[src/hdl/calibrated_temperature_converter_core_assert.svh]
// Assertion macros for the calibrated temperature converter core.
// Used by the top level; expects clk and rst_n in scope.
`ifndef CALIBRATED_TEMPERATURE_CONVERTER_CORE_ASSERT_SVH
`define CALIBRATED_TEMPERATURE_CONVERTER_CORE_ASSERT_SVH

// Same-cycle implication.
`define CTC_ASSERT_NOW(lbl, ante, cons, msg) \
  lbl: assert property (@(posedge clk) disable iff (!rst_n) (ante) |-> (cons)) \
    else $error(msg);

// Next-cycle implication.
`define CTC_ASSERT_NEXT(lbl, ante, cons, msg) \
  lbl: assert property (@(posedge clk) disable iff (!rst_n) (ante) |=> (cons)) \
    else $error(msg);

`endif

[src/hdl/ctc_pkg.sv]
// Shared types, constants and the fuse half decoder for the converter core.
// No dependencies.
package ctc_pkg;

  localparam int NUM_CHANNELS_DEF = 14;

  localparam int REQ_W       = 2;
  localparam int CHAN_W      = 4;
  localparam int EFUSE_W     = 32;
  localparam int RAW_W       = 16;
  localparam int TEMP_W      = 32;
  localparam int STAT_W      = 2;
  localparam int IN_TDATA_W  = 56;
  localparam int OUT_TDATA_W = 40;

  localparam int PT_W   = 8;
  localparam int GAIN_W = 17;
  localparam int OFFS_W = 24;
  localparam int DIVD_W = 23;
  localparam int DIVS_W = 17;
  localparam int Q_W    = 6;
  localparam int SCL_W  = 11;
  localparam int SLP_W  = 8;

  localparam int SHIFT_W     = 12;
  localparam int DEF_Y       = 56560;
  localparam int DEF_K_NEG   = 14120;
  localparam int PCT         = 100;
  localparam int T_HOT       = 85;
  localparam int T_COLD      = -40;
  localparam int GAIN_MAX    = 131071;
  localparam int GAIN_NUM    = 5656000;
  localparam int QN_MUL      = 10000;
  localparam int QN_BIAS     = 1412000;
  localparam int OFF_BIAS    = 400000;
  localparam int SLOPE_RECIP = 205;
  localparam int SLOPE_SH    = 10;
  // floor(n / DEF_Y) == (n * Q_RECIP) >> Q_SH for every n below 2**21
  localparam int Q_RECIP     = 1214984;
  localparam int Q_SH        = 36;
  localparam int FUSE_SH     = 11;
  localparam logic [5:0] FUSE_ONES = 6'h3F;

  typedef logic [REQ_W-1:0] ctc_req_t;
  localparam ctc_req_t REQ_COLD = 2'd0;
  localparam ctc_req_t REQ_HOT  = 2'd1;
  localparam ctc_req_t REQ_CONV = 2'd2;
  localparam ctc_req_t REQ_RSVD = 2'd3;

  typedef logic [STAT_W-1:0] ctc_stat_t;
  localparam ctc_stat_t STATUS_OK   = 2'd0;
  localparam ctc_stat_t STATUS_BAD  = 2'd1;
  localparam ctc_stat_t STATUS_ZERO = 2'd2;

  typedef logic [2:0] ctc_cmd_t;
  localparam ctc_cmd_t CMD_FAIL = 3'd0;
  localparam ctc_cmd_t CMD_ZERO = 3'd1;
  localparam ctc_cmd_t CMD_COLD = 3'd2;
  localparam ctc_cmd_t CMD_HOT  = 3'd3;
  localparam ctc_cmd_t CMD_CONV = 3'd4;

  typedef struct packed {
    ctc_cmd_t                cmd;
    logic [CHAN_W-1:0]       idx;
    logic                    has_odd;
    logic signed [PT_W-1:0]  val_even;
    logic signed [PT_W-1:0]  val_odd;
    logic [RAW_W-1:0]        raw;
  } ctc_qent_t;

  typedef struct packed {
    logic empty;
    logic full;
  } ctc_qstat_t;

  function automatic logic signed [PT_W-1:0] decode_half(input logic [15:0] half,
                                                         input logic hot);
    logic [15:0] d;
    logic [4:0] mag;
    logic signed [PT_W-1:0] base;
    d    = (half[5:0] == FUSE_ONES) ? (half >> FUSE_SH) : half;
    mag  = {d[1], d[2], d[3], d[4], d[5]};
    base = hot ? PT_W'(T_HOT) : PT_W'(T_COLD);
    return d[0] ? (base - $signed({3'b000, mag})) : (base + $signed({3'b000, mag}));
  endfunction

endpackage

[src/hdl/calibrated_temperature_converter_core.sv]
// Calibrated temperature converter core, top level. Depends on ctc_pkg, ctc_front,
// ctc_queue, ctc_back and the assertion header.
// One result transaction per input transaction, in order. A two-entry queue lets the
// input side keep accepting while the execution side works or the result waits.
// Cold loads, rejected requests and zero samples finish in the idle state; a convert
// steps through scale, multiply and output (the multiply is skipped on the default line).
// A hot load derives the line for the even channel and, for a full pair, then the odd
// one: per channel, setup, the one-bit-per-cycle divider (23 steps) for the gain, the
// offset quotient by reciprocal multiply, the offset product and the write-back.
`include "calibrated_temperature_converter_core_assert.svh"

module calibrated_temperature_converter_core #(
  parameter int NUM_CHANNELS = ctc_pkg::NUM_CHANNELS_DEF
) (
  input  logic                            clk,
  input  logic                            rst_n,
  input  logic                            in_tvalid,
  output logic                            in_tready,
  // req_type[1:0], channel[5:2], efuse_word[37:6], raw_sample[53:38], zero pad
  input  logic [ctc_pkg::IN_TDATA_W-1:0]  in_tdata,
  output logic                            out_tvalid,
  input  logic                            out_tready,
  // temperature[31:0], status[33:32], zero pad
  output logic [ctc_pkg::OUT_TDATA_W-1:0] out_tdata
);
  import ctc_pkg::*;

  ctc_qstat_t qstat;
  ctc_qent_t  ent;
  ctc_qent_t  head;
  logic       push;
  logic       pop;

  ctc_front #(
    .NUM_CHANNELS (NUM_CHANNELS)
  ) u_front (
    .in_tvalid (in_tvalid),
    .in_tready (in_tready),
    .in_tdata  (in_tdata),
    .qstat     (qstat),
    .push      (push),
    .ent       (ent)
  );

  ctc_queue u_queue (
    .clk   (clk),
    .rst_n (rst_n),
    .push  (push),
    .din   (ent),
    .pop   (pop),
    .head  (head),
    .qstat (qstat)
  );

  ctc_back #(
    .NUM_CHANNELS (NUM_CHANNELS)
  ) u_back (
    .clk        (clk),
    .rst_n      (rst_n),
    .qstat      (qstat),
    .head       (head),
    .pop        (pop),
    .out_tvalid (out_tvalid),
    .out_tready (out_tready),
    .out_tdata  (out_tdata)
  );

  `CTC_ASSERT_NOW(a_pop_nonempty, pop, !qstat.empty, "pop from empty command queue")
  `CTC_ASSERT_NEXT(a_push_fills, in_tvalid && in_tready, !qstat.empty, "queue lost a push")
  `CTC_ASSERT_NOW(a_full_by_push, $rose(qstat.full), $past(in_tvalid && in_tready), "queue filled without push")

endmodule

[src/hdl/ctc_div.sv]
// Restoring divider, one quotient bit per cycle, shared by the calibration path.
// Depends on ctc_pkg.
module ctc_div (
  input  logic                       clk,
  input  logic                       rst_n,
  input  logic                       start,
  input  logic [ctc_pkg::DIVD_W-1:0] dividend,
  input  logic [ctc_pkg::DIVS_W-1:0] divisor,
  output logic                       done,
  output logic [ctc_pkg::DIVD_W-1:0] quotient
);
  import ctc_pkg::*;

  localparam int CNT_W = $clog2(DIVD_W);

  logic              busy_r, busy_nxt;
  logic              done_r, done_nxt;
  logic [CNT_W-1:0]  cnt_r, cnt_nxt;
  logic [DIVD_W-1:0] quo_r, quo_nxt;
  logic [DIVS_W-1:0] rem_r, rem_nxt;
  logic [DIVS_W-1:0] dvs_r, dvs_nxt;
  logic [DIVS_W:0]   rem_sh;
  logic [DIVS_W+1:0] diff;

  always_comb begin
    rem_sh   = {rem_r, quo_r[DIVD_W-1]};
    diff     = {1'b0, rem_sh} - {2'b00, dvs_r};
    busy_nxt = busy_r;
    done_nxt = 1'b0;
    cnt_nxt  = cnt_r;
    quo_nxt  = quo_r;
    rem_nxt  = rem_r;
    dvs_nxt  = dvs_r;
    if (start) begin
      busy_nxt = 1'b1;
      cnt_nxt  = CNT_W'(DIVD_W - 1);
      quo_nxt  = dividend;
      rem_nxt  = '0;
      dvs_nxt  = divisor;
    end else if (busy_r) begin
      quo_nxt = {quo_r[DIVD_W-2:0], ~diff[DIVS_W+1]};
      rem_nxt = diff[DIVS_W+1] ? rem_sh[DIVS_W-1:0] : diff[DIVS_W-1:0];
      if (cnt_r == '0) begin
        busy_nxt = 1'b0;
        done_nxt = 1'b1;
      end else begin
        cnt_nxt = cnt_r - CNT_W'(1);
      end
    end
  end

  always_ff @(posedge clk) begin
    if (!rst_n) begin
      busy_r <= 1'b0;
      done_r <= 1'b0;
    end else begin
      busy_r <= busy_nxt;
      done_r <= done_nxt;
    end
    cnt_r <= cnt_nxt;
    quo_r <= quo_nxt;
    rem_r <= rem_nxt;
    dvs_r <= dvs_nxt;
  end

  assign done     = done_r;
  assign quotient = quo_r;

endmodule

[src/hdl/ctc_front.sv]
// Input side: unpacks a transaction, range-checks it and decodes fuse halves.
// Depends on ctc_pkg.
module ctc_front #(
  parameter int NUM_CHANNELS = ctc_pkg::NUM_CHANNELS_DEF
) (
  input  logic                           in_tvalid,
  output logic                           in_tready,
  input  logic [ctc_pkg::IN_TDATA_W-1:0] in_tdata,
  input  ctc_pkg::ctc_qstat_t            qstat,
  output logic                           push,
  output ctc_pkg::ctc_qent_t             ent
);
  import ctc_pkg::*;

  localparam logic [5:0] NCH = 6'(NUM_CHANNELS);

  ctc_req_t           req;
  logic [CHAN_W-1:0]  chan;
  logic [EFUSE_W-1:0] fuse;
  logic [RAW_W-1:0]   raw;
  logic [5:0]         even;
  logic [5:0]         odd;
  logic               hot;

  always_comb begin
    req  = in_tdata[1:0];
    chan = in_tdata[5:2];
    fuse = in_tdata[37:6];
    raw  = in_tdata[53:38];
    even = {1'b0, chan, 1'b0};
    odd  = even + 6'd1;
    hot  = (req == REQ_HOT);

    ent.cmd      = CMD_FAIL;
    ent.idx      = chan;
    ent.has_odd  = 1'b0;
    ent.val_even = decode_half(fuse[15:0], hot);
    ent.val_odd  = decode_half(fuse[31:16], hot);
    ent.raw      = raw;

    unique case (req) inside
      REQ_COLD, REQ_HOT: begin
        if (even < NCH) begin
          ent.cmd     = hot ? CMD_HOT : CMD_COLD;
          ent.idx     = even[CHAN_W-1:0];
          ent.has_odd = (odd < NCH);
        end
      end
      REQ_CONV: begin
        if ({2'b00, chan} >= NCH) begin
          ent.cmd = CMD_FAIL;
        end else if (raw == '0) begin
          ent.cmd = CMD_ZERO;
        end else begin
          ent.cmd = CMD_CONV;
        end
      end
      default: ent.cmd = CMD_FAIL;
    endcase
  end

  assign in_tready = ~qstat.full;
  assign push      = in_tvalid & ~qstat.full;

endmodule

[src/hdl/ctc_queue.sv]
// Two-entry command queue between the front and back ends.
// Depends on ctc_pkg.
module ctc_queue (
  input  logic                clk,
  input  logic                rst_n,
  input  logic                push,
  input  ctc_pkg::ctc_qent_t  din,
  input  logic                pop,
  output ctc_pkg::ctc_qent_t  head,
  output ctc_pkg::ctc_qstat_t qstat
);
  import ctc_pkg::*;

  ctc_qent_t  mem_r [2];
  logic       wr_ptr_r, wr_ptr_nxt;
  logic       rd_ptr_r, rd_ptr_nxt;
  logic [1:0] cnt_r, cnt_nxt;

  always_comb begin
    wr_ptr_nxt = push ? ~wr_ptr_r : wr_ptr_r;
    rd_ptr_nxt = pop ? ~rd_ptr_r : rd_ptr_r;
    cnt_nxt    = cnt_r + 2'(push) - 2'(pop);
  end

  always_ff @(posedge clk) begin
    if (!rst_n) begin
      wr_ptr_r <= 1'b0;
      rd_ptr_r <= 1'b0;
      cnt_r    <= 2'd0;
    end else begin
      wr_ptr_r <= wr_ptr_nxt;
      rd_ptr_r <= rd_ptr_nxt;
      cnt_r    <= cnt_nxt;
    end
    if (push) mem_r[wr_ptr_r] <= din;
  end

  assign head        = mem_r[rd_ptr_r];
  assign qstat.empty = (cnt_r == 2'd0);
  assign qstat.full  = (cnt_r == 2'd2);

endmodule

[src/hdl/ctc_back.sv]
// Execution side: per-channel calibration store, line derivation, conversion
// and the result register. Depends on ctc_pkg and ctc_div.
module ctc_back #(
  parameter int NUM_CHANNELS = ctc_pkg::NUM_CHANNELS_DEF
) (
  input  logic                            clk,
  input  logic                            rst_n,
  input  ctc_pkg::ctc_qstat_t             qstat,
  input  ctc_pkg::ctc_qent_t              head,
  output logic                            pop,
  output logic                            out_tvalid,
  input  logic                            out_tready,
  output logic [ctc_pkg::OUT_TDATA_W-1:0] out_tdata
);
  import ctc_pkg::*;

  localparam int CH_W    = (NUM_CHANNELS > 1) ? $clog2(NUM_CHANNELS) : 1;
  localparam int OUT_PAD = OUT_TDATA_W - TEMP_W - STAT_W;

  localparam logic [3:0] ST_IDLE = 4'd0;
  localparam logic [3:0] ST_CVSC = 4'd1;
  localparam logic [3:0] ST_CVML = 4'd2;
  localparam logic [3:0] ST_CVOT = 4'd3;
  localparam logic [3:0] ST_HPRP = 4'd4;
  localparam logic [3:0] ST_HYST = 4'd5;
  localparam logic [3:0] ST_HYWT = 4'd6;
  localparam logic [3:0] ST_HQST = 4'd7;
  localparam logic [3:0] ST_HMUL = 4'd8;
  localparam logic [3:0] ST_HWB  = 4'd9;

  logic signed [PT_W-1:0]   cold_pt_r  [NUM_CHANNELS];
  logic signed [PT_W-1:0]   hot_pt_r   [NUM_CHANNELS];
  logic [GAIN_W-1:0]        gain_y_r   [NUM_CHANNELS];
  logic signed [OFFS_W-1:0] offset_k_r [NUM_CHANNELS];

  logic [3:0]               state_r, state_nxt;
  logic [CH_W-1:0]          ix_r, ix_nxt;
  logic                     odd_r, odd_nxt;
  logic [RAW_W-1:0]         raw_r, raw_nxt;
  logic [GAIN_W-1:0]        gain_r, gain_nxt;
  logic [OFFS_W-1:0]        offs_r, offs_nxt;
  logic                     dflt_r, dflt_nxt;
  logic [SCL_W-1:0]         scl_r, scl_nxt;
  logic [TEMP_W-1:0]        prod_r, prod_nxt;
  logic [17:0]              t_r, t_nxt;
  logic [DIVD_W-1:0]        qn_r, qn_nxt;
  logic [GAIN_W-1:0]        y_r, y_nxt;
  logic [Q_W-1:0]           q_r, q_nxt;
  logic                     out_valid_r, out_valid_nxt;
  logic [OUT_TDATA_W-1:0]   out_data_r, out_data_nxt;

  logic                     out_free;
  logic                     res_we;
  logic [TEMP_W-1:0]        res_temp;
  ctc_stat_t                res_stat;
  logic                     cold_we_e, cold_we_o, hot_we_e, hot_we_o, line_we;
  logic [CH_W-1:0]          ix_hd, ix_hd_odd;
  logic signed [PT_W-1:0]   cold_rd, hot_rd;
  logic signed [PT_W:0]     pt_diff;
  logic [9:0]               nsl;
  logic signed [23:0]       cold_x, qn_full;
  logic [22:0]              raw100;
  logic [SLP_W-1:0]         slope;
  logic signed [OFFS_W:0]   off_full;
  logic [43:0]              q_prod;

  logic                     div_start;
  logic [DIVD_W-1:0]        div_dividend;
  logic [DIVS_W-1:0]        div_divisor;
  logic                     div_done;
  logic [DIVD_W-1:0]        div_quot;

  ctc_div u_div (
    .clk      (clk),
    .rst_n    (rst_n),
    .start    (div_start),
    .dividend (div_dividend),
    .divisor  (div_divisor),
    .done     (div_done),
    .quotient (div_quot)
  );

  always_comb begin
    out_free  = ~out_valid_r | out_tready;
    ix_hd     = head.idx[CH_W-1:0];
    ix_hd_odd = ix_hd + CH_W'(1);
    cold_rd   = cold_pt_r[ix_r];
    hot_rd    = hot_pt_r[ix_r];
    pt_diff   = {hot_rd[PT_W-1], hot_rd} - {cold_rd[PT_W-1], cold_rd};
    nsl       = {pt_diff[PT_W-1:0], 2'b00};
    cold_x    = {{(24-PT_W){cold_rd[PT_W-1]}}, cold_rd};
    qn_full   = cold_x * 24'(QN_MUL) + 24'(QN_BIAS);
    raw100    = 23'(raw_r) * 23'(PCT);
    slope     = t_r[SLOPE_SH +: SLP_W];
    off_full  = 25'sd0 - $signed({2'b00, prod_r[DIVD_W-1:0]}) - 25'(OFF_BIAS);
    q_prod    = 44'(qn_r) * 44'(Q_RECIP);

    state_nxt = state_r;
    ix_nxt    = ix_r;
    odd_nxt   = odd_r;
    raw_nxt   = raw_r;
    gain_nxt  = gain_r;
    offs_nxt  = offs_r;
    dflt_nxt  = dflt_r;
    scl_nxt   = scl_r;
    prod_nxt  = prod_r;
    t_nxt     = t_r;
    qn_nxt    = qn_r;
    y_nxt     = y_r;
    q_nxt     = q_r;

    pop          = 1'b0;
    res_we       = 1'b0;
    res_temp     = '0;
    res_stat     = STATUS_OK;
    cold_we_e    = 1'b0;
    cold_we_o    = 1'b0;
    hot_we_e     = 1'b0;
    hot_we_o     = 1'b0;
    line_we      = 1'b0;
    div_start    = 1'b0;
    div_dividend = '0;
    div_divisor  = '0;

    unique case (state_r)
      ST_IDLE: begin
        if (!qstat.empty && out_free) begin
          pop     = 1'b1;
          ix_nxt  = ix_hd;
          odd_nxt = head.has_odd;
          raw_nxt = head.raw;
          unique case (head.cmd)
            CMD_COLD: begin
              cold_we_e = 1'b1;
              cold_we_o = head.has_odd;
              res_we    = 1'b1;
            end
            CMD_HOT: begin
              hot_we_e  = 1'b1;
              hot_we_o  = head.has_odd;
              state_nxt = ST_HPRP;
            end
            CMD_CONV: state_nxt = ST_CVSC;
            CMD_ZERO: begin
              res_we   = 1'b1;
              res_stat = STATUS_ZERO;
            end
            default: begin
              res_we   = 1'b1;
              res_stat = STATUS_BAD;
            end
          endcase
        end
      end
      ST_CVSC: begin
        gain_nxt  = gain_y_r[ix_r];
        offs_nxt  = offset_k_r[ix_r];
        dflt_nxt  = (gain_y_r[ix_r] == '0) && (offset_k_r[ix_r] == '0);
        prod_nxt  = 32'(raw_r) * 32'(DEF_Y);
        scl_nxt   = raw100[SHIFT_W +: SCL_W];
        state_nxt = dflt_nxt ? ST_CVOT : ST_CVML;
      end
      ST_CVML: begin
        prod_nxt  = 32'(scl_r) * 32'(gain_r);
        state_nxt = ST_CVOT;
      end
      ST_CVOT: begin
        res_we    = 1'b1;
        res_temp  = dflt_r ? (32'(prod_r >> SHIFT_W) + 32'(DEF_K_NEG))
                           : (prod_r + {{(TEMP_W-OFFS_W){offs_r[OFFS_W-1]}}, offs_r});
        state_nxt = ST_IDLE;
      end
      ST_HPRP: begin
        t_nxt     = 18'(nsl) * 18'(SLOPE_RECIP);
        qn_nxt    = qn_full[DIVD_W-1:0];
        state_nxt = ST_HYST;
      end
      ST_HYST: begin
        if (slope == '0) begin
          y_nxt     = GAIN_W'(GAIN_MAX);
          state_nxt = ST_HQST;
        end else begin
          div_start    = 1'b1;
          div_dividend = DIVD_W'(GAIN_NUM);
          div_divisor  = {{(DIVS_W-SLP_W){1'b0}}, slope};
          state_nxt    = ST_HYWT;
        end
      end
      ST_HYWT: begin
        if (div_done) begin
          y_nxt     = (div_quot > DIVD_W'(GAIN_MAX)) ? GAIN_W'(GAIN_MAX)
                                                     : div_quot[GAIN_W-1:0];
          state_nxt = ST_HQST;
        end
      end
      ST_HQST: begin
        q_nxt     = q_prod[Q_SH +: Q_W];
        state_nxt = ST_HMUL;
      end
      ST_HMUL: begin
        prod_nxt  = 32'(q_r) * 32'(y_r);
        state_nxt = ST_HWB;
      end
      ST_HWB: begin
        line_we = 1'b1;
        if (odd_r && !ix_r[0]) begin
          ix_nxt    = ix_r + CH_W'(1);
          state_nxt = ST_HPRP;
        end else begin
          res_we    = 1'b1;
          state_nxt = ST_IDLE;
        end
      end
      default: state_nxt = ST_IDLE;
    endcase

    out_valid_nxt = out_valid_r & ~out_tready;
    out_data_nxt  = out_data_r;
    if (res_we) begin
      out_valid_nxt = 1'b1;
      out_data_nxt  = {{OUT_PAD{1'b0}}, res_stat, res_temp};
    end
  end

  always_ff @(posedge clk) begin
    if (!rst_n) begin
      state_r     <= ST_IDLE;
      out_valid_r <= 1'b0;
      for (int i = 0; i < NUM_CHANNELS; i++) begin
        cold_pt_r[i]  <= '0;
        hot_pt_r[i]   <= '0;
        gain_y_r[i]   <= '0;
        offset_k_r[i] <= '0;
      end
    end else begin
      state_r     <= state_nxt;
      out_valid_r <= out_valid_nxt;
      if (cold_we_e) cold_pt_r[ix_hd]    <= head.val_even;
      if (cold_we_o) cold_pt_r[ix_hd_odd] <= head.val_odd;
      if (hot_we_e)  hot_pt_r[ix_hd]     <= head.val_even;
      if (hot_we_o)  hot_pt_r[ix_hd_odd]  <= head.val_odd;
      if (line_we) begin
        gain_y_r[ix_r]   <= y_r;
        offset_k_r[ix_r] <= off_full[OFFS_W-1:0];
      end
    end
    ix_r       <= ix_nxt;
    odd_r      <= odd_nxt;
    raw_r      <= raw_nxt;
    gain_r     <= gain_nxt;
    offs_r     <= offs_nxt;
    dflt_r     <= dflt_nxt;
    scl_r      <= scl_nxt;
    prod_r     <= prod_nxt;
    t_r        <= t_nxt;
    qn_r       <= qn_nxt;
    y_r        <= y_nxt;
    q_r        <= q_nxt;
    out_data_r <= out_data_nxt;
  end

  assign out_tvalid = out_valid_r;
  assign out_tdata  = out_data_r;

endmodule
[config.mk]
export PLATFORM = sky130hd
export DESIGN_NAME = calibrated_temperature_converter_core
export DESIGN_NICKNAME = d
export VERILOG_FILES = /design/src/hdl/ctc_pkg.sv /design/src/hdl/calibrated_temperature_converter_core.sv /design/src/hdl/ctc_div.sv /design/src/hdl/ctc_front.sv /design/src/hdl/ctc_queue.sv /design/src/hdl/ctc_back.sv
export VERILOG_INCLUDE_DIRS = /design/src /design/src/hdl
export SDC_FILE = /design/constraint.sdc
export NUM_CORES = 2
export LEC_CHECK = 0
export ABC_AREA = 1
export BUFFER_PORTS_ARGS = -buffer_cell sky130_fd_sc_hd__buf_4
export CAP_MARGIN = 10
export CORE_MARGIN = 2
export CORE_UTILIZATION = 25
export DETAILED_ROUTE_END_ITERATION = 8
export GPL_TIMING_DRIVEN = 0
export HOLD_SLACK_MARGIN = 0.02
export SYNTH_ARGS = -nofsm -noshare
export SYNTH_HDL_FRONTEND = slang
export SYNTH_HIERARCHICAL = 1
export SYNTH_SLANG_ARGS = --single-unit
[constraint.sdc]
create_clock -name clk -period 15 [get_ports clk]
set_input_delay 2.25 -clock clk [delete_from_list [all_inputs] [get_ports clk]]
set_output_delay 2.25 -clock clk [all_outputs]
set_load 0.1 [all_outputs]
======== Word-level counts from Yosys, hierarchy flattened ========
Memories as Yosys holds them, arrays and structs flattened. A register that Yosys moved wholly into a read port is not among the register bits.
Index checks and enable logic that the tools add are counted.
W data, S select, Z words.
storage, ports and cells
  memory bits (writable) .................. 878
  memories kept ........................... 5
  input port bits ......................... 60
  register bits after elaboration ......... 275
memory list
  memory             words  width  read ports  clocked after memory_dff  write ports  line             source
  u_back.offset_k_r  14     24     1           1                         14           ctc_back.sv:34   logic signed [OFFS_W-1:0] offset_k_r [NUM_CHANNELS];
  u_back.gain_y_r    14     17     1           1                         14           ctc_back.sv:33   logic [GAIN_W-1:0] gain_y_r [NUM_CHANNELS];
  u_back.cold_pt_r   14     8      1           1                         14           ctc_back.sv:31   logic signed [PT_W-1:0] cold_pt_r [NUM_CHANNELS];
  u_back.hot_pt_r    14     8      1           1                         14           ctc_back.sv:32   logic signed [PT_W-1:0] hot_pt_r [NUM_CHANNELS];
  u_queue.mem_r      2      40     1           1                         1            ctc_queue.sv:14  ctc_qent_t mem_r [2];
cells by class
  reduce and logical (&&, ||, !) cells .... 33
  add/subtract/negate cells ............... 17
  mux-type cells .......................... 101
  bitwise operators ....................... 13
  equal/unequal tests ..................... 23
  $mul .................................... 7
  order comparisons ....................... 4
operator list
  kind                      number
  $pmux W32 S3              1
  $mux W23                  4
  $mux W17                  5
  $mux W8                   8
  $mux W4                   14
  $mux W1                   54
  $mul A23 B18 Y39 const B  1
  $pmux W4 S9               1
  $pmux W17 S2              1
  $add A32 B32 Y32          1
  $mux W32                  1
  $reduce_or A8 Y1          4
  $mul A11 B17 Y28          1
  $mul A16 B12 Y28 const B  1
  $logic_not A24 Y1         1
  $mux W24                  1
  $reduce_or A24 Y1         1
  $sub A1 B23 Y24 const A   1
  $sub A24 B20 Y24 const B  1
  $add A23 B22 Y23 const B  1
  $gt A23 B17 Y1 const B    1
  $mul A6 B17 Y23           1
  $add A20 B14 Y21 const B  1
  $mul A16 B5 Y21 const B   1
  other kinds (52)          91

======== Logic depth before layout (Yosys ltp) ========
  depth in word-level cells ............... 10
  gate-level depth with buffers ........... 36

======== Cells and area by module ========
Netlist, hierarchy kept.
by module, submodules not included
  module     seq. area each (µm²)  cells each  area an instance (µm²)  instances
  ctc_back   33271.9               8072        73550.5                 1
  ctc_div    1681.6                498         3814.9                  1
  ctc_queue  2502.4                157         3123.0                  1
  ctc_front  0.0                   206         1041.0                  1

======== Least setup slack after synthesis ========
OpenSTA, ideal clock, no wires.
  path kind ............................... reg2reg
  from .................................... register with a tool-made name
  to ...................................... register u_back.t_r[14] (data pin)
  required time ........................... 14.738 ns
  buffers on the path ..................... 5
  stages on the path, launching flop included .. 33
  data arrival time ....................... 6.166 ns
  period minus slack after synthesis ...... 6.428 ns
  setup slack ............................. 8.572 ns
  setup time .............................. 0.262 ns
  cell sequence ........................... dfxtp_1 -> buf_2 -> buf_2 -> buf_2 -> clkbuf_1 -> clkbuf_1 -> o221ai_1 -> o211ai_1 -> nand2_1 -> ha_1 -> fa_1 -> inv_1 -> a21oi_1 -> o21bai_1 -> a21oi_1 -> o21ai_0 -> xnor2_1 -> inv_1 -> ha_1 -> fa_1 -> fa_1 -> inv_1 -> fa_1 -> inv_1 -> ha_1 -> nand2_1 -> nor2_1 -> a211oi_1 -> nand2_1 -> nand2_1 -> nand2_1 -> a21oi_1 -> xor2_1
RTL lines
  what                  line             source
  to (signal assigned)  ctc_back.sv:255  t_r <= t_nxt;
  to (decl)             ctc_back.sv:45   logic [17:0] t_r, t_nxt;

==> results.cfg <==
[floorplan]
die_w_um = 575
core_mm2 = 0.324
die_area_mm2 = 0.331
die-height_um = 575
io_pins = 102
initial_core_util_pct = 25.1
fp-row-count = 209

[clock_network]
cts-htree-levels = 4
clock-sinks = 1260
postCtsSetupBuffers = 0
clock_latency_ns = 0.87
cts-resized-gates = 0
holdBufCountCts = 0
clk_path_buf_depth = 4
clkTransAtPathRegs_ns = 0.06
cts-root-buf = clkbuf_16
cts_buffers = 147
cts_tree = built

[place]
dpl.hpwl_um = 216000
port_buffers = 83
post-place-ws_ns = 5.91
place_congestion = 0.999
dp.cells = 13394

[global_routing]
overflow = 0
grt_pass1_wl_um = 425000
grt_max_degree = 34
track_usage_pct = 17.3
grt_pass1_vias = 63525
antenna_found_initial = 14

[worst_setup_path]
worstPathRequired_ns = 15.53
path_class = register to register
critPathMaxStageDelay_ns = 0.71
start_kind = register
cp_max_fo = 10
crit_path_end_kind = register
cpMostUsedCell = nand2_1
cpMaxStageDelayCell = clkbuf_1
crit_arrival_ns = 9.98

[logic_synthesis]
ys_ff_latch = 1260
yosysTopAreaCell = edfxtp_1
syn-cell-area_mm2 = 0.0815
netlist_top_cells_area = edfxtp_1 (45%), fa_1 (8.8%), nand2_1 (8.2%)
postSynth.asyncResetShare_pct = 0
synth_ff_type = edfxtp_1
avgSynthCellArea_um2 = 9.13
synth_edf_count = 1222
synth_cells = 8933
synth.top_cell.area_share_pct = 45.0
synth-seq-area-share_pct = 45.9
synth_cell_type_count = 68
yosysWarnings = 6

[sta]
final_hold_viol_count = 0
setup_ws_ns = 5.55
clock_skew_ns = 0.116
slew_headroom_pct = -0.960
setup_tns_ns = 0
timing.final.crit_share_pct = 63.0
max_freq_ghz = 0.106
period_needed_ns = 9.45
setup_viol = 0
tightestPinTransition_ns = 1.51
rsz0062_at_grt = false
report.final.slew_viol_count = 11

[cells_and_area]
syn_to_final_growth_pct = 14.2
utilization_pct = 28.7
nNetsFinal = 10160
drive_above_1_share_pct = 6.85
stdcell_count = 13657

[status]
status = complete, but fails checks
violations = design-rule violations, max-capacitance violations, max-slew violations

[detailed_routing]
dr.pass1.iters = 9
drt_iter0_drc = 9402
routed_wirelength_um = 295000
vias_per_cell = 4.91
ant_nets = 0
routedWlPerCell_um = 21.6
drc_errors = 2
num_vias = 67085

[hold_path]
hp-class = register to register

[job]
cap_violations = 1
## layer usage
metal,vias to the layer above,part of all wire [%],track usage (%)
li1,30071,-,-
met1,32158,39,22.9
met2,4066,43,26.1
met3,778,12,4.26
met4,12,5.7,8.87
met5,-,0.025,0
## layout by cell type (no fill, tap or decap), drive strengths merged, types with 12 or more instances in the layout
master	n
a21o	17
a21oi	281
a31oi	12
buf	264
bufinv	14
clkbuf	474
clkinv	63
conb	28
dfxtp	38
edfxtp	1222
fa	358
ha	519
inv	1322
mux2	40
nand2	1804
nand3	561
nand3b	17
nand4	34
nor2	1186
nor3	31
nor4	20
o211ai	80
o21ai	449
o21bai	18
o221ai	46
o22ai	235
or2	30
xnor2	30
xor2	76
## path summary, 6_finish.rpt
check,endpoint,from,cells past startpoint,slack (ns)
worst min register to register,u_back/u_div/cnt_r[4],u_back/u_div/cnt_r[4],2,0.45
worst max register to register,u_back/t_r[14],register,32,5.55
worst min-delay path,u_back/u_div/cnt_r[4],u_back/u_div/cnt_r[4],2,0.45
worst max-delay path,u_back/t_r[14],register,32,5.55
## Yosys cell counts (all sizes together) (12+ instances only)
master  count
a21o       17
a21oi     281
a31oi      12
buf       150
clkbuf    291
clkinv     13
dfxtp      38
edfxtp   1222
fa        358
ha        519
inv      1316
mux2       40
nand2    1804
nand3     561
nand3b     17
nand4      34
nor2     1186
nor3       31
nor4       20
o211ai     80
o21ai     449
o21bai     18
o221ai     46
o22ai     235
or2        30
xnor2      30
xor2       76
## layout make-up
type	instances	area [um^2]
clock buffers	183	3940
clock inverters	73	763
plain buffers	442	2100
well taps	4325	5410
fillers	34238	231000
multi-input cells	5929	37200
diodes	2	5.00
inverters	1329	4990
repair buffers	114	1240
flip-flops and latches	1260	37500
## cell families after synthesis
logic type | after synthesis | synth area share (%)
AO/OA/AOI/OAI | 1181 | 8.39
XOR/XNOR | 106 | 1.16
adder cells (fa/ha/maj) | 877 | 16.8
buffers and inverters | 1771 | 8.69
flip-flops | 1260 | 45.9
multiplexers | 40 | 0.552
other | 1 | 0.00460
AND/OR/NAND/NOR | 3697 | 18.5
## critical path: cells and delay by family (launching register included)
family                     cells  cell delay [ns]
AOI/OAI and AO/OA              8             1.35
xor gates and xnor gates       2             0.31
adders and majority gates      7             3.02
buffers and inverters          9             3.28
DFF                            1             0.30
and+or+nand+nor                6             0.91
## state kept, by name (all words and copies together), names as in the netlist, 19 cells and up, named ones only
name / cells
u_back/offset_k_r: 384
u_back/gain_y_r: 272
u_back/cold_pt_r: 128
u_back/hot_pt_r: 128
u_queue/mem_r: 80
u_back/out_tdata: 34
u_back/prod_r: 32
u_back/offs_r: 24
u_back/u_div/quotient: 23
u_back/qn_r: 19
## stage by stage
step / hold slack, ns / area, um^2
after detailed placement: 0.439 / 88300
after CTS: 0.454 / 93000
after global placement: 0.436 / 87700
final: 0.454 / 93100
after floorplan: 0.418 / 81600
after global routing: 0.463 / 93100
Power is not shown: default switching activity piles up to over one toggle a cycle in this logic, so the estimate is an artifact.
